--- config.mk ---
export PLATFORM = sky130hd
export DESIGN_NAME = mcorl_regs
export DESIGN_NICKNAME = d
export VERILOG_FILES = /design/src/design/mcorl_pkg.sv /design/src/design/mcorl_regs.sv
export SDC_FILE = /design/constraint.sdc
export NUM_CORES = 1
export LEC_CHECK = 0
export BUFFER_PORTS_ARGS = -buffer_cell sky130_fd_sc_hd__buf_2
export CAP_MARGIN = 20
export CORE_ASPECT_RATIO = 0.7
export CORE_MARGIN = 1.5
export CORE_UTILIZATION = 40
export DETAILED_ROUTE_END_ITERATION = 10
export PLACE_DENSITY = 0.81
export SYNTH_ARGS = -nofsm -noshare
export SYNTH_HDL_FRONTEND = slang
export SYNTH_SLANG_ARGS = --single-unit
--- constraint.sdc ---
create_clock -name clk -period 1.4 [get_ports clk]
set_input_delay 0.28 -clock clk [delete_from_list [all_inputs] [get_ports clk]]
set_output_delay 0.28 -clock clk [all_outputs]
set_load 0.02 [all_outputs]
--- src/design/mcorl_pkg.sv ---
package mcorl_pkg;

    localparam int SLOTS       = 192;
    localparam int VOICE_SLOTS = 64;
    localparam int MAX_OUT     = 64;
    localparam int IDX_W       = 8;

    localparam logic [3:0] KIND_BEND     = 4'hE;
    localparam logic [3:0] KIND_PRESSURE = 4'hD;
    localparam logic [3:0] KIND_POLY     = 4'hA;
    localparam logic [3:0] KIND_CC       = 4'hB;
    localparam logic [7:0] CC_TIMBRE     = 8'd74;
    localparam logic [15:0] NEVER_SENT   = 16'hFFFF;

    localparam logic [2:0] REG_MODE   = 3'd0;
    localparam logic [2:0] REG_PERIOD = 3'd1;
    localparam logic [2:0] REG_TPT    = 3'd2;
    localparam logic [2:0] REG_CAP    = 3'd3;
    localparam logic [2:0] REG_OCAP   = 3'd4;

    typedef struct packed {
        logic        mode;
        logic [31:0] period;
        logic [24:0] tpt;
        logic [39:0] cap;
        logic [6:0]  ocap;
    } cfg_t;

    typedef struct packed {
        logic load;
        logic addr_slot;
        logic push_upd;
        logic push_set;
        logic push_clr;
        logic emit;
        logic tok_dec;
        logic vis_clr;
        logic idx_clr;
        logic idx_inc;
        logic scan_step;
        logic refill_mul;
        logic refill_add;
        logic flush;
    } cmd_t;

    typedef struct packed {
        logic op;
        logic mode;
        logic has_slot;
        logic exempt;
        logic same_val;
        logic pend_idx;
        logic pend_cur;
        logic elig;
        logic idx_last;
        logic tok_ok;
        logic vis_full;
        logic can_emit;
        logic can_flush;
        logic hold_v;
    } sts_t;

    // {valid, slot}
    function automatic logic [IDX_W:0] slot_of(logic [7:0] st, logic [7:0] d1);
        logic [3:0] kind;
        logic [3:0] ch;
        kind = st[7:4];
        ch   = st[3:0];
        if (kind == KIND_BEND)
            slot_of = {1'b1, 2'b00, ch, 2'd0};
        else if (kind == KIND_PRESSURE)
            slot_of = {1'b1, 2'b00, ch, 2'd1};
        else if (kind == KIND_POLY)
            slot_of = {1'b1, 2'b00, ch, 2'd3};
        else if (kind == KIND_CC && ch == 4'd0)
            slot_of = {1'b1, 8'(VOICE_SLOTS) + {1'b0, d1[6:0]}};
        else if (kind == KIND_CC && d1 == CC_TIMBRE)
            slot_of = {1'b1, 2'b00, ch, 2'd2};
        else
            slot_of = '0;
    endfunction

    function automatic logic [15:0] value_of(logic [7:0] st, logic [7:0] d1, logic [7:0] d2);
        if (st[7:4] == KIND_BEND)
            value_of = 16'({8'd0, d1} | ({8'd0, d2} << 7));
        else if (st[7:4] == KIND_PRESSURE)
            value_of = {8'd0, d1};
        else
            value_of = {8'd0, d2};
    endfunction

endpackage

--- src/design/mcorl_regs.sv ---
module mcorl_regs
    import mcorl_pkg::*;
(
    input  logic        clk,
    input  logic        rst_n,
    input  logic        psel,
    input  logic        penable,
    input  logic        pwrite,
    input  logic [5:0]  paddr,
    input  logic [63:0] pwdata,
    output logic [63:0] prdata,
    output logic        pready,
    output cfg_t        cfg
);

    cfg_t       cfg_reg;
    logic [2:0] sel;

    assign sel    = paddr[5:3];
    assign pready = 1'b1;
    assign cfg    = cfg_reg;

    always_ff @(posedge clk or negedge rst_n)
    begin
        if (!rst_n)
        begin
            cfg_reg.mode   <= 1'b0;
            cfg_reg.period <= 32'd10000;
            cfg_reg.tpt    <= 25'd16777;
            cfg_reg.cap    <= 40'd1677721600;
            cfg_reg.ocap   <= 7'd64;
        end
        else if (psel && penable && pwrite)
        begin
            unique case (sel)
                REG_MODE:   cfg_reg.mode   <= pwdata[0];
                REG_PERIOD: cfg_reg.period <= pwdata[31:0];
                REG_TPT:    cfg_reg.tpt    <= pwdata[24:0];
                REG_CAP:    cfg_reg.cap    <= pwdata[39:0];
                REG_OCAP:   cfg_reg.ocap   <= pwdata[6:0];
                default:    ;
            endcase
        end
    end

    always_comb
    begin
        unique case (sel)
            REG_MODE:   prdata = {63'd0, cfg_reg.mode};
            REG_PERIOD: prdata = {32'd0, cfg_reg.period};
            REG_TPT:    prdata = {39'd0, cfg_reg.tpt};
            REG_CAP:    prdata = {24'd0, cfg_reg.cap};
            REG_OCAP:   prdata = {57'd0, cfg_reg.ocap};
            default:    prdata = '0;
        endcase
    end

endmodule

==> impl_metrics.env <==
export IMPL_syn2layout_area_growth_pct=55.5
export IMPL_fin_ws_ns=-0.258
export IMPL_finalInstanceArea_sq_um=7800
export IMPL_die_h_microns=96.7
export IMPL_cts_root_buf="clkbuf_16"
export IMPL_synth_area_top_cells="dfrtp_1 (45%), mux2_2 (27%), dfstp_2 (7.3%)"
export IMPL_final_hold_viol_count=0
export IMPL_drt_iter0_markers=91
export IMPL_remaining_drc_errors=0
export IMPL_p_leak_nw=3.92
export IMPL_critPathSlowestCell="dfrtp_1"
export IMPL_syn_inst=373
export IMPL_hold_ws_ns=0.172
export IMPL_cap_violations=0
export IMPL_ys_seq_area_share_pct=52.7
export IMPL_vias=4114
export IMPL_antenna_found_initial=0
export IMPL_fillers=921
export IMPL_holdPathEnd="cfg[39]$_DFFE_PN0P_"
export IMPL_yosysMostFrequentCell="mux2_2"
export IMPL_via_per_inst=5.06
export IMPL_violations="setup timing"
export IMPL_fin_crit_sh_pct=118
export IMPL_synth_async_reset_ratio_pct=100
export IMPL_pre_cts_ws_ns=-0.419
export IMPL_worstHoldStart="pwdata[32]"
export IMPL_ys_flop_type="dfrtp_1"
export IMPL_grt_max_degree=55
export IMPL_post_layout_nonfiller_instances=813
export IMPL_critPathArrivalTime_ns=1.38
export IMPL_cts_sinks=105
export IMPL_hold_class="in2reg"
export IMPL_path_max_fanout=2
export IMPL_synth_seq_cells=105
export IMPL_synth_top_area_share_pct=45.4
export IMPL_coreArea_sq_um=12300
export IMPL_wl_per_cell_microns=18.2
export IMPL_whs_path_depth=2
export IMPL_yosys_warnings=0
export IMPL_regToRegSetupSlack_ns=0.38
export IMPL_dp_cells=734
export IMPL_timing_rr_start="cfg[64]$_DFFE_PN0P_"
export IMPL_postPlaceCellArea_sq_um=6440
export IMPL_synth_edf_count=0
export IMPL_max_freq_mhz=603
export IMPL_drive_gt1_share_pct=77.4
export IMPL_synth_area_per_cell_sq_um=13.5
export IMPL_die_area_sq_um=13200
export IMPL_grt_pass1_wl_microns=22500
export IMPL_largest_reg_flops=105
export IMPL_start_util_pct=40.7
export IMPL_setup_tns_ns=-4.88
export IMPL_rows=34
export IMPL_yosysUniqueCellTypes=24
export IMPL_synthTopCellsByCount="mux2_2 (122), dfrtp_1 (91), nor2_1 (27)"
export IMPL_multiInputGateArea_sq_um=2560
export IMPL_fp_dieW_microns=137
export IMPL_fin_util_pct=63.2
export IMPL_numCtsBuffers=9
export IMPL_syn_area_sq_um=5020
export IMPL_cts_max_level=3
export IMPL_ff2ff_path_depth=3
export IMPL_cts_tree="built"
export IMPL_r2r_end="cfg[64]$_DFFE_PN0P_"
export IMPL_clk_pin_slew_ns=0.07
export IMPL_diodes=0
export IMPL_yosysTopAreaCell="dfrtp_1"
export IMPL_seq_area_sq_um=2650
export IMPL_cp_required_ns=1.12
export IMPL_portBuffers=192
export IMPL_skew_ns=0
export IMPL_dpl_hpwl_microns=9970
export IMPL_crit_chain="mux2_4, a22oi_2, nor2_2, buf_6"
export IMPL_powerDensity_nw_per_um2=1350
export IMPL_fin_total_pwr_mw=10.5
export IMPL_grtUsageTotal_pct=21.9
export IMPL_boundaryPins=245
export IMPL_crit_type="reg2out"
export IMPL_cp_start_kind="flip-flop"
export IMPL_min_period_ns=1.66
export IMPL_gp_congestion=0.809
export IMPL_setup_viol=30
export IMPL_end_kind="primary output"
export IMPL_slew_violations=0
export IMPL_clk_path_buf_depth=2
export IMPL_drt_total_wl_microns=14800
export IMPL_finalNetCount=721
export IMPL_first_global_vias=4315
export IMPL_clock_latency_ns=0.34
export IMPL_vdd_drop_max_v=0.000775
export IMPL_drt_antenna_violating_nets=0
export IMPL_slowest_delay_ns=0.40
export IMPL_dr_pass1_iters=4
export IMPL_rsz0062_at_grt="yes"
export IMPL_grt_overflow=0
export IMPL_status="complete, but fails checks"
layout make-up:
| type | count | area share, % |
|---|---|---|
| Clock buffer | 10 | 2.93 |
| Multi-Input combinational cell | 243 | 32.8 |
| Clock inverter | 6 | 0.545 |
| Tap cell | 162 | 2.60 |
| Timing Repair Buffer | 287 | 27.3 |
| Sequential cell | 105 | 33.9 |
worst max-delay path, delay by kind of cell, from the launching register on:
kind            cells  cell delay, ns
flops               1            0.40
mux                 1            0.28
compound gates      1            0.18
buf+inv             1            0.13
simple gates        1            0.06
worst max path at each step:
stage                        start                  end  depth (start not counted)
2_1_floorplan             paddr[5]  cfg[51]$_DFFE_PN0P_                          4
3_3_place_gp              paddr[3]            prdata[0]                          5
3_5_place_dp              paddr[3]            prdata[0]                          5
4_1_cts        cfg[57]$_DFFE_PN0P_           prdata[10]                          4
5_1_grt         cfg[7]$_DFFE_PN0P_            prdata[0]                          4
6_report       cfg[64]$_DFFE_PN0P_           prdata[17]                          4
metal layers:
layer / GRT usage [%] / part of all wire (%) / vias up
li1: - / - / 1830
met1: 26.6 / 41 / 2091
met2: 37.8 / 50 / 170
met3: 6.50 / 7.4 / 23
met4: 5.91 / 1.5 / 0
met5: 0 / 0 / -
logic make-up (layout without fill, tap and decap cells):
logic type             Yosys count  count (layout)  synth area share (%)
multiplexers                   137             137                  30.4
AND/OR/NAND/NOR                 48              48                  5.51
other                            2              25                 0.150
buffers and inverters           48             303                  6.51
AO/OA/AOI/OAI                   33              33                  4.71
flip-flops                     105             105                  52.7
power by group:
group | internal [mW] | switching (mW) | leakage [nW]
clock | 1.21 | 1.13 | 0.129
sequential | 3.69 | 0.456 | 1.31
combinational | 2.01 | 2.03 | 2.48
cells in the final DEF (no fill, tap or decap), drive strengths merged, types with 3 or more instances in the layout:
master    n
conb     25
dfstp    14
mux2    124
o22ai     7
clkbuf   10
and2      8
buf     286
dfrtp    91
nor2b     3
a22oi    25
mux2i    13
nor2     27
nor3b     3
repair_timing:
action	CTS	global route
pin swaps	14	17
hold endpoints to repair	91	0
setup endpoints to repair	40	68
hold buffers	1	0
buffers inserted	52	11
resized for setup	105	66
cloned	0	0
Note: power is estimated with default switching activity, not from simulation.
