<file path="config.mk">
export PLATFORM = sky130hd
export DESIGN_NAME = mcorl_ctrl
export DESIGN_NICKNAME = d
export VERILOG_FILES = /design/src/design/mcorl_pkg.sv /design/src/design/mcorl_ctrl.sv
export SDC_FILE = /design/constraint.sdc
export NUM_CORES = 1
export LEC_CHECK = 0
export ABC_AREA = 1
export BUFFER_PORTS_ARGS = -buffer_cell sky130_fd_sc_hd__buf_4
export CAP_MARGIN = 20
export CORE_AREA = 2 2 39 41
export DETAILED_ROUTE_END_ITERATION = 10
export DIE_AREA = 0 0 41 43
export GPL_TIMING_DRIVEN = 0
export PLACE_DENSITY = 0.89
export SYNTH_ARGS = -nofsm -noshare
export SYNTH_HDL_FRONTEND = slang
export SYNTH_SLANG_ARGS = --single-unit
</file>
<file path="constraint.sdc">
create_clock -name clk -period 1.9 [get_ports clk]
set_input_delay 0.38 -clock clk [delete_from_list [all_inputs] [get_ports clk]]
set_output_delay 0.38 -clock clk [all_outputs]
set_load 0.02 [all_outputs]
</file>
<file path="src/design/mcorl_pkg.sv">
package mcorl_pkg;

    localparam int SLOTS       = 192;
    localparam int VOICE_SLOTS = 64;
    localparam int MAX_OUT     = 64;
    localparam int IDX_W       = 8;

    localparam logic [3:0] KIND_BEND     = 4'hE;
    localparam logic [3:0] KIND_PRESSURE = 4'hD;
    localparam logic [3:0] KIND_POLY     = 4'hA;
    localparam logic [3:0] KIND_CC       = 4'hB;
    localparam logic [7:0] CC_TIMBRE     = 8'd74;
    localparam logic [15:0] NEVER_SENT   = 16'hFFFF;

    localparam logic [2:0] REG_MODE   = 3'd0;
    localparam logic [2:0] REG_PERIOD = 3'd1;
    localparam logic [2:0] REG_TPT    = 3'd2;
    localparam logic [2:0] REG_CAP    = 3'd3;
    localparam logic [2:0] REG_OCAP   = 3'd4;

    typedef struct packed {
        logic        mode;
        logic [31:0] period;
        logic [24:0] tpt;
        logic [39:0] cap;
        logic [6:0]  ocap;
    } cfg_t;

    typedef struct packed {
        logic load;
        logic addr_slot;
        logic push_upd;
        logic push_set;
        logic push_clr;
        logic emit;
        logic tok_dec;
        logic vis_clr;
        logic idx_clr;
        logic idx_inc;
        logic scan_step;
        logic refill_mul;
        logic refill_add;
        logic flush;
    } cmd_t;

    typedef struct packed {
        logic op;
        logic mode;
        logic has_slot;
        logic exempt;
        logic same_val;
        logic pend_idx;
        logic pend_cur;
        logic elig;
        logic idx_last;
        logic tok_ok;
        logic vis_full;
        logic can_emit;
        logic can_flush;
        logic hold_v;
    } sts_t;

    // {valid, slot}
    function automatic logic [IDX_W:0] slot_of(logic [7:0] st, logic [7:0] d1);
        logic [3:0] kind;
        logic [3:0] ch;
        kind = st[7:4];
        ch   = st[3:0];
        if (kind == KIND_BEND)
            slot_of = {1'b1, 2'b00, ch, 2'd0};
        else if (kind == KIND_PRESSURE)
            slot_of = {1'b1, 2'b00, ch, 2'd1};
        else if (kind == KIND_POLY)
            slot_of = {1'b1, 2'b00, ch, 2'd3};
        else if (kind == KIND_CC && ch == 4'd0)
            slot_of = {1'b1, 8'(VOICE_SLOTS) + {1'b0, d1[6:0]}};
        else if (kind == KIND_CC && d1 == CC_TIMBRE)
            slot_of = {1'b1, 2'b00, ch, 2'd2};
        else
            slot_of = '0;
    endfunction

    function automatic logic [15:0] value_of(logic [7:0] st, logic [7:0] d1, logic [7:0] d2);
        if (st[7:4] == KIND_BEND)
            value_of = 16'({8'd0, d1} | ({8'd0, d2} << 7));
        else if (st[7:4] == KIND_PRESSURE)
            value_of = {8'd0, d1};
        else
            value_of = {8'd0, d2};
    endfunction

endpackage

</file>
<file path="src/design/mcorl_ctrl.sv">
module mcorl_ctrl
    import mcorl_pkg::*;
(
    input  logic clk,
    input  logic rst_n,
    input  logic in_valid,
    output logic in_stall,
    input  sts_t sts,
    output cmd_t cmd
);

    typedef enum logic [3:0] {
        S_IDLE, S_DECODE, S_PUSH_CHK, S_DRAIN, S_RATE_SCAN, S_RATE_CHK,
        S_REFILL_MUL, S_REFILL_ADD, S_BUD_SCAN, S_BUD_RD, S_BUD_EMIT, S_FINISH
    } state_t;

    state_t state_reg, state_next;

    assign in_stall = state_reg != S_IDLE;

    always_comb
    begin
        cmd        = '0;
        state_next = state_reg;
        unique case (state_reg)
            S_IDLE:
                if (in_valid)
                begin
                    cmd.load   = 1'b1;
                    state_next = S_DECODE;
                end
            S_DECODE:
            begin
                cmd.addr_slot = 1'b1;
                state_next    = sts.op ? S_DRAIN : S_PUSH_CHK;
            end
            S_PUSH_CHK:
                priority if (!sts.has_slot || sts.exempt)
                begin
                    if (sts.can_emit)
                    begin
                        cmd.push_upd = 1'b1;
                        state_next   = S_FINISH;
                    end
                end
                else if (sts.same_val)
                begin
                    cmd.push_clr = 1'b1;
                    state_next   = S_FINISH;
                end
                else
                begin
                    cmd.push_set = 1'b1;
                    state_next   = S_DRAIN;
                end
            S_DRAIN:
                if (sts.mode)
                    state_next = S_REFILL_MUL;
                else
                begin
                    cmd.idx_clr = 1'b1;
                    state_next  = S_RATE_SCAN;
                end
            S_RATE_SCAN:
                priority if (sts.pend_idx)
                    state_next = S_RATE_CHK;
                else if (sts.idx_last)
                    state_next = S_FINISH;
                else
                    cmd.idx_inc = 1'b1;
            S_RATE_CHK:
                if (!sts.elig || sts.can_emit)
                begin
                    cmd.emit = sts.elig;
                    if (sts.idx_last)
                        state_next = S_FINISH;
                    else
                    begin
                        cmd.idx_inc = 1'b1;
                        state_next  = S_RATE_SCAN;
                    end
                end
            S_REFILL_MUL:
            begin
                cmd.refill_mul = 1'b1;
                state_next     = S_REFILL_ADD;
            end
            S_REFILL_ADD:
            begin
                cmd.refill_add = 1'b1;
                state_next     = S_BUD_SCAN;
            end
            S_BUD_SCAN:
                if (!sts.tok_ok || sts.vis_full)
                    state_next = S_FINISH;
                else
                begin
                    cmd.scan_step = 1'b1;
                    if (sts.pend_cur)
                        state_next = S_BUD_RD;
                end
            S_BUD_RD:
                state_next = S_BUD_EMIT;
            S_BUD_EMIT:
                if (sts.can_emit)
                begin
                    cmd.emit    = 1'b1;
                    cmd.tok_dec = 1'b1;
                    cmd.vis_clr = 1'b1;
                    state_next  = S_BUD_SCAN;
                end
            S_FINISH:
                if (!sts.hold_v)
                    state_next = S_IDLE;
                else if (sts.can_flush)
                begin
                    cmd.flush  = 1'b1;
                    state_next = S_IDLE;
                end
            default:
                state_next = S_IDLE;
        endcase
    end

    always_ff @(posedge clk or negedge rst_n)
    begin
        if (!rst_n)
            state_reg <= S_IDLE;
        else
            state_reg <= state_next;
    end

endmodule
</file>
==> out/qor.yml, run 1 <==
routing:
  via_per_inst: 4.90
  wire_per_inst_microns: 10.4
  drt-initial-drc-count: 26
  drt_first_pass_iters: 4
  drc: 0
  routed_wl_microns: 1710
  vias: 803
  antenna_left: 0
critical_path:
  path_class: "flop to output pin"
  path_cells: "inv_2 -> nand2_1 -> nor2_4 -> nand2_1 -> o21ai_1 -> buf_4"
  reg2regPathDepth: 9
  r2r-start: "state_reg[2]"
  r2r-end: "state_reg[2]"
  rrSetupSlack_ns: 0.48
  cp-start-kind: "flop"
  arrival_ns: 1.43
  crit_top_cell: "nand2_1"
  cp_top_family: "flip-flops"
  cp.required_ns: 1.52
  path_max_fanout: 6
  cp_slowest_cell: "dfrtp_2"
  critPathBufInv: 2
  max_stage_delay_ns: 0.44
  cp-end-kind: "output pin"
timing:
  rsz0062_at_grt: "false"
  hold_viol_final: 0
  fin_crit_ns: 1.81
  slew_headroom: 0.817
  tns_ns: 0
  finalSetupViolations: 0
  fin_hold_ws_ns: 0.484
  skew_ns: 0.00175
  worst_slew_pin_slew_ns: 0.274
  slew_viol_final: 0
  max_freq_mhz: 552
  finalCritPeriodShare: 0.954
clock_network:
  numCtsBuffers: 3
  cts_buffer_depth: 2
  htreeDepth: 1
  cts_tree: "done"
  clk_pin_slew_ns: 0.03
  clkLatencyLatePin_ns: 0.23
  cts.sinks: 4
  clockRootBuffer: "clkbuf_4"
floorplan:
  die-height_microns: 43
  die_area_sq_um: 1760
  row_count: 14
  die_w_microns: 41
  start_util: 0.433
  ios: 32
  core_sq_um: 1380
synthesis:
  syn_area_sq_um: 599
  syn_avg_cell_area_sq_um: 5.30
  yosysTopAreaCell: "nand2_1"
  netlist_top_cells_area: "nand2_1 19%, dfrtp_1 17%, nor2_1 16%"
  synth_cells: 113
  synth.distinct_cells: 18
  yosysTopAreaCellShare: 0.188
  yosysSeqAreaShare: 0.167
  yosysWarnings: 0
  syn-num-nets: 130
  synth-seq-cells: 4
layout:
  drive_gt1_frac: 0.385
  ff_latch_area_sq_um: 103
  largest_register_ffs: 4
  final_cells: 164
  syn2layout_area_growth_pct: 52.0
  multiInputGateArea_sq_um: 448
  antenna_cells: 0
  nFillCells: 132
  nNetsFinal: 167
  finish.instance_area_sq_um: 911
grt:
  grt_pass1_wl_microns: 2550
  grt_start_max_net_pins: 7
  antenna_found_initial: 0
  grt_usage: 0.210
  overflow: 0
  grt_pass1_vias: 695
worst_hold_path:
  hold_path.class: "input port to async pin"
power:
  peakVddDrop_mv: 0.785
  internal_power_w: 0.000487
  powerDensity_nw_per_um2: 1190
  clockPowerShare: 0.093
  swShare: 0.550
  p_switching_w: 0.000595
  pwr-share-seq: 0.193
  combPwrFrac: 0.714
  leakage_nw: 0.534
job:
  max-cap-violations: 0
place:
  routabilityCongestion: 0.863
  placed_area_sq_um: 852
  dpl.hpwl_microns: 1400
  place_inst: 160
  io_buffers: 31
status:
  status: "finished, final reports clean"
cell usage in the layout, fill, tap and decap left out:
cell	instances
buf_4	32
nand2_1	30
nor2_1	24
inv_1	15
nand3_1	10
nand2_2	5
nor2_2	4
nor2_4	4
inv_2	3
o21ai_0	3
clkbuf_4	3
nor3_1	2
dfrtp_1	2
dfrtp_2	2
nand3_2	1
o21ai_1	1
nor3_4	1
a31o_2	1
and3_1	1
nand2_4	1
nand4_1	1
a21oi_1	1
dlygate4sd3_1	1
kinds of logic (layout without fill, tap and decap cells):
kind of cell           count (synthesis)  in the layout  synth area share
buffers and inverters                 19             54             0.125
and+or+nand+nor                       84             84             0.651
DFF                                    4              4             0.167
AOI/OAI and AO/OA                      6              6            0.0564
synthesized netlist by cell type:
cell type / number
inv_2: 2
dfrtp_1: 4
nand2_4: 1
o21ai_0: 4
nand4_1: 1
a31o_2: 1
and3_1: 1
nor2_4: 2
a21oi_1: 1
nor2_2: 5
nand2_2: 5
nor2_1: 25
nand3_2: 1
nor3_1: 3
inv_1: 16
nand3_1: 10
buf_4: 1
nand2_1: 30
worst max path at each step:
| stage | from | to | slack (ns) | depth (start not counted) |
|---|---|---|---|---|
| final | state_reg[1] | cmd[4] | 0.09 | 6 |
| after global routing | state_reg[3] | cmd[4] | 0.002 | 6 |
| after CTS | state_reg[1] | cmd[11] | 0.02 | 5 |
| after detailed placement | state_reg[1] | cmd[4] | 0.27 | 6 |
| after global placement | state_reg[0] | cmd[7] | 0.33 | 5 |
| after floorplan | state_reg[0] | cmd[8] | 0.07 | 4 |
per-stage QoR:
stage	setup slack (ns)	utilization	total power, W
floorplan	0.0659	-	0.000715
detailed placement	0.271	0.616	0.000928
global placement	0.327	0.616	0.000911
global route	0.00210	0.658	0.00118
CTS	0.0172	0.639	0.00104
finish	0.0882	0.658	0.00108
cell type report:
cell class              count  area share
plain buffers               1     0.00824
clock buffers               3      0.0247
inverters                  18      0.0742
multi-input cells          90       0.492
flip-flops and latches      4       0.113
well taps                  16      0.0220
repair buffers             32       0.266
power groups by stage:
stage | logic [W] | clock network, W | registers, W
2_1_floorplan | 0.000535 | 0 | 0.000180
3_3_place_gp | 0.000723 | 0 | 0.000188
3_5_place_dp | 0.000736 | 0 | 0.000192
4_1_cts | 0.000739 | 0.000106 | 0.000191
5_1_grt | 0.000861 | 0.000108 | 0.000216
6_report | 0.000773 | 0.000100 | 0.000209
layer usage:
layer / wire length (microns) / vias up / GRT usage / share of wire
met3: 107 / 0 / 0.0314 / 0.063
met2: 935 / 26 / 0.375 / 0.55
met5: 0 / - / 0 / 0
met4: 0 / 0 / 0.100 / 0
met1: 665 / 359 / 0.221 / 0.39
li1: - / 418 / - / -
what timing repair did:
| action | in CTS | in global routing |
|---|---|---|
| gates resized for setup | 0 | 9 |
| hold endpoints to repair | 4 | 0 |
| endpoints found under the setup margin | 0 | 6 |
| hold buffers | 1 | 0 |
| setup buffers | 0 | 0 |
Note: power is estimated with default switching activity, not from simulation.
==> run 2, diff against run 1 <==
Settings changed: BUFFER_PORTS_ARGS -buffer_cell sky130_fd_sc_hd__buf_4 to -buffer_cell sky130_fd_sc_hd__buf_2.
==> run 2 against run 1 <==
Against the previous run: power shrank 5.7%; critical path type unchanged; global-route usage grew 0.32 points; flip-flop and latch count is the same; sequential power shrank 7%; first-iteration DRC count shrank 23%; register-to-register slack gained 0.10 ns; worst setup slack gained 0.0016 ns; fmax is essentially flat; routed wire length shrank 8.6%.
==> out/qor.yml, run 2 (same netlist as run 1, synthesis figures left out) <==
layout:
  utilization: 0.591
  antenna_cells: 0
  largest_register_ffs: 4
  final_cell_mix: "31 x buf_2, 30 x nand2_1, 25 x nor2_1"
  syn2layout_area_growth_pct: 36.5
  nNetsFinal: 167
  drive_gt1_frac: 0.365
  layout_commonest_cell: "buf_2"
  final_cells: 164
job:
  max-cap-violations: 0
floorplan:
  row_count: 14
  start_util: 0.433
  ios: 32
  core_sq_um: 1380
  die_w_microns: 41
  die_area_sq_um: 1760
  die-height_microns: 43
clock_network:
  clk_pin_slew_ns: 0.04
  numCtsBuffers: 3
  clockRootBuffer: "clkbuf_4"
  cts_setup_buffers: 0
  cts_tree: "done"
  clkLatencyLatePin_ns: 0.23
  cts.sinks: 4
  cts_buffer_depth: 2
  htreeDepth: 1
timing:
  fin_crit_ns: 1.81
  skew_ns: 0.00241
  slew_viol_final: 0
  slew_headroom: 0.807
  rsz0062_at_grt: "true"
  worst_slew_pin_slew_ns: 0.290
  finalCritPeriodShare: 0.953
  finalSetupViolations: 0
  hold_viol_final: 0
  max_freq_mhz: 552
routing:
  routed_wl_microns: 1560
  vias: 814
  drc: 0
  wire_per_inst_microns: 9.52
  via_per_inst: 4.96
  antenna_left: 0
  drt-initial-drc-count: 20
  drt_first_pass_iters: 4
grt:
  grt_start_max_net_pins: 7
  grt_usage: 0.214
  grt_pass1_vias: 718
  grt_pass1_wl_microns: 2620
  overflow: 0
  antenna_found_initial: 0
critical_path:
  reg2regPathDepth: 7
  cp-start-kind: "flop"
  arrival_ns: 1.43
  path_max_fanout: 5
  cp.required_ns: 1.52
  rrSetupSlack_ns: 0.58
  path_class: "flop to output pin"
  r2r-start: "state_reg[3]"
  cp-end-kind: "output pin"
  r2r-end: "state_reg[3]"
status:
  status: "finished, final reports clean"
power:
  combPwrFrac: 0.711
  peakVddDrop_mv: 0.825
  swShare: 0.570
  clockPowerShare: 0.099
  pwr-share-seq: 0.191
  internal_power_w: 0.000439
  powerDensity_nw_per_um2: 1250
  leakage_nw: 0.516
  p_switching_w: 0.000582
place:
  place_inst: 160
  io_buffers: 31
  routabilityCongestion: 0.824
  dpl.hpwl_microns: 1360
worst_hold_path:
  hold_path.class: "input port to async pin"
==> run 2: cell counts in the layout (fill, tap and decap cells not counted) <==
No cell type changed its count.
==> run 2: worst max path at each step <==
stage	start	to	slack, ns	cells past startpoint
after global routing	state_reg[1]	cmd[4]	-0.02	6
after detailed placement	state_reg[1]	cmd[4]	0.26	6
after global placement	state_reg[1]	cmd[4]	0.33	6
final	state_reg[3]	cmd[11]	0.09	4
after CTS	state_reg[1]	cmd[4]	0.02	6
after floorplan	state_reg[0]	cmd[8]	0.07	4
==> run 2: timing repair <==
action                                  in CTS  in global routing
hold buffers                                 1                  0
resized for setup                            0                  4
endpoints found under the setup margin       0                  6
endpoints found under the hold margin        4                  0
==> run 2: power groups by stage <==
stage,registers [W],logic (W),clock network (W)
2_1_floorplan,0.000180,0.000535,0
3_3_place_gp,0.000188,0.000686,0
3_5_place_dp,0.000192,0.000707,0
4_1_cts,0.000191,0.000710,0.000106
5_1_grt,0.000202,0.000826,0.000108
6_report,0.000195,0.000725,0.000101
==> run 2: area by class of cell <==
cell class | count | area, sq um
fill | 147 | 566
multi-input combinational | 90 | 434
timing repair buffer | 32 | 165
sequential | 4 | 101
inverter | 18 | 67.6
clock buffer | 3 | 22.5
tap | 16 | 20.0
buffer | 1 | 7.51
==> run 2: critical path: stages, from the launching register on <==
cell and delay, ns:
dfrtp_1 0.44, nor2_2 0.25, nand2_1 0.16, nor3_1 0.16, buf_2 0.19
==> run 2: metal layers <==
metal / routed length [microns] / vias up / GRT usage
met5: 0 / - / 0
met4: 38 / 0 / 0.127
met3: 98 / 4 / 0.0314
met2: 785 / 32 / 0.363
met1: 639 / 356 / 0.231
li1: - / 422 / -
==> run 2: metrics by stage <==
stage / total power, W / cell area, sq um / worst slack, ns / hold slack, ns / TNS [ns]
final: 0.00102 / 818 / 0.0898 / 0.484 / 0
after global routing: 0.00114 / 818 / -0.0182 / 0.484 / -0.0318
after CTS: 0.00101 / 807 / 0.0192 / 0.475 / 0
after detailed placement: 0.000899 / 774 / 0.264 / 0.187 / 0
after global placement: 0.000874 / 774 / 0.332 / 0.183 / 0
after floorplan: 0.000715 / 599 / 0.0659 / 0.0844 / 0
==> run 3, diff against run 2 <==
Settings changed: CORE_AREA 2 2 39 41 to not set, CORE_UTILIZATION set to 43, DIE_AREA 0 0 41 43 to not set, PLACE_DENSITY 0.89 to 0.86.
Clock period 1.9 ns to 2.04 ns, I/O delays scaled along.
==> run 3 against run 2 <==
Against the previous run: worst setup slack improved by 0.047 ns; final cell count fell by 0.61%; power decreased by 8.4%; critical endpoint is now cmd[10]; worst hold slack gained 0.026 ns; sequential share of layout area about the same; largest power group unchanged; sequential power down 5%; routed wire length decreased by 1.3%; critical path type unchanged; global-route usage is 0.44 points higher.
==> out/qor.yml, run 3 (same netlist as run 1, synthesis figures left out) <==
timing:
  skew_ns: 0.000703
  fin_crit_ns: 1.90
  slew_viol_final: 0
  max_freq_mhz: 525
  slew_headroom: 0.816
  tns_ns: 0
  rsz0062_at_grt: "false"
  finalCritPeriodShare: 0.933
  finalSetupViolations: 0
  hold_viol_final: 0
  worst_slew_pin_slew_ns: 0.275
clock_network:
  cts_tree: "done"
  htreeDepth: 1
  clockRootBuffer: "clkbuf_4"
  clkLatencyLatePin_ns: 0.23
  numCtsBuffers: 3
  clk_pin_slew_ns: 0.04
  cts.sinks: 4
  cts_buffer_depth: 2
floorplan:
  core_sq_um: 1300
  start_util: 0.461
  die-height_microns: 39.3
  die_w_microns: 39.3
  die_area_sq_um: 1550
  ios: 32
  row_count: 13
worst_hold_path:
  hold_path.class: "input port to async pin"
routing:
  routed_wl_microns: 1540
  drt_first_pass_iters: 4
  drt-initial-drc-count: 28
  drc: 0
  vias: 796
  antenna_left: 0
  via_per_inst: 4.88
  wire_per_inst_microns: 9.45
critical_path:
  arrival_ns: 1.50
  cp-end-kind: "output pin"
  r2r-start: "state_reg[1]"
  crit_start: "state_reg[1]"
  cp.required_ns: 1.63
  path_class: "flop to output pin"
  cp-start-kind: "flop"
  reg2regPathDepth: 8
  path_max_fanout: 6
layout:
  nFillCells: 133
  final_cell_mix: "31 x buf_2, 30 x nand2_1, 25 x nor2_1"
  syn2layout_area_growth_pct: 35.3
  layout_commonest_cell: "buf_2"
  utilization: 0.623
  nNetsFinal: 167
  finish.instance_area_sq_um: 811
  antenna_cells: 0
  largest_register_ffs: 4
  multiInputGateArea_sq_um: 429
  drive_gt1_frac: 0.358
  ff_latch_area_sq_um: 100
power:
  powerDensity_nw_per_um2: 1150
  pwr-share-seq: 0.198
  peakVddDrop_mv: 0.887
  swShare: 0.567
  combPwrFrac: 0.701
  leakage_nw: 0.516
  internal_power_w: 0.000405
  clockPowerShare: 0.101
  p_switching_w: 0.000530
place:
  routabilityCongestion: 0.927
  placed_area_sq_um: 773
  io_buffers: 31
  dpl.hpwl_microns: 1280
job:
  max-cap-violations: 0
status:
  status: "finished, final reports clean"
grt:
  grt_pass1_vias: 602
  overflow: 0
  grt_start_max_net_pins: 7
  grt_usage: 0.218
  antenna_found_initial: 0
  grt_pass1_wl_microns: 2260
run 3: cell counts in the layout (fill, tap and decap cells not counted):
No cell type changed its count.
run 3: final cells by class:
type                    instances  area share
plain buffers                   1     0.00926
multi-input cells              90       0.529
well taps                      15      0.0231
flip-flops and latches          4       0.123
repair buffers                 32       0.204
inverters                      18      0.0833
clock buffers                   3      0.0278
run 3: routing by layer:
layer | vias up | wire (microns) | GRT usage
met5 | - | 0 | 0
met2 | 31 | 795 | 0.404
li1 | 418 | - | -
met1 | 347 | 647 | 0.237
met4 | 0 | 0 | 0.103
met3 | 0 | 96 | 0.0341
run 3: stage by stage:
stage	power, W	setup WS [ns]	std cells	hold WS, ns
final	0.000934	0.137	163	0.510
after global routing	0.00104	0.0484	163	0.515
after CTS	0.000935	0.109	163	0.500
after detailed placement	0.000831	0.365	159	0.215
after global placement	0.000817	0.405	159	0.211
after floorplan	0.000666	0.178	113	0.112
run 3: final timing paths:
| check | end | slack [ns] |
|---|---|---|
| worst max-delay path | cmd[10] | 0.14 |
| worst min-delay path | state_reg[2] | 0.51 |
| worst max register to register | state_reg[3] | 0.66 |
| worst min register to register | state_reg[0] | 0.60 |
| max in group asynchronous | state_reg[1] | 1.42 |
| min in group clk | state_reg[0] | 0.58 |
run 3: repair_timing:
action / CTS / global route
buffers inserted: 0 / 0
resized for setup: 0 / 1
hold buffers: 1 / 0
setup endpoints to repair: 0 / 1
endpoints found under the hold margin: 4 / 0
run 3: worst max-delay path, stage by stage, from the launching register on:
cell and delay, ns:
dfrtp_1 0.46, inv_1 0.10, nor2_1 0.21, nand2_1 0.15
nor3_1 0.15, buf_2 0.19
run 3: power groups by stage:
| stage | logic [W] | clock network (W) | registers, W |
|---|---|---|---|
| CTS | 0.000652 | 0.000101 | 0.000182 |
| global placement | 0.000636 | 0 | 0.000181 |
| floorplan | 0.000498 | 0 | 0.000168 |
| global route | 0.000749 | 0.000102 | 0.000188 |
| finish | 0.000655 | 0.0000944 | 0.000185 |
| detailed placement | 0.000649 | 0 | 0.000182 |
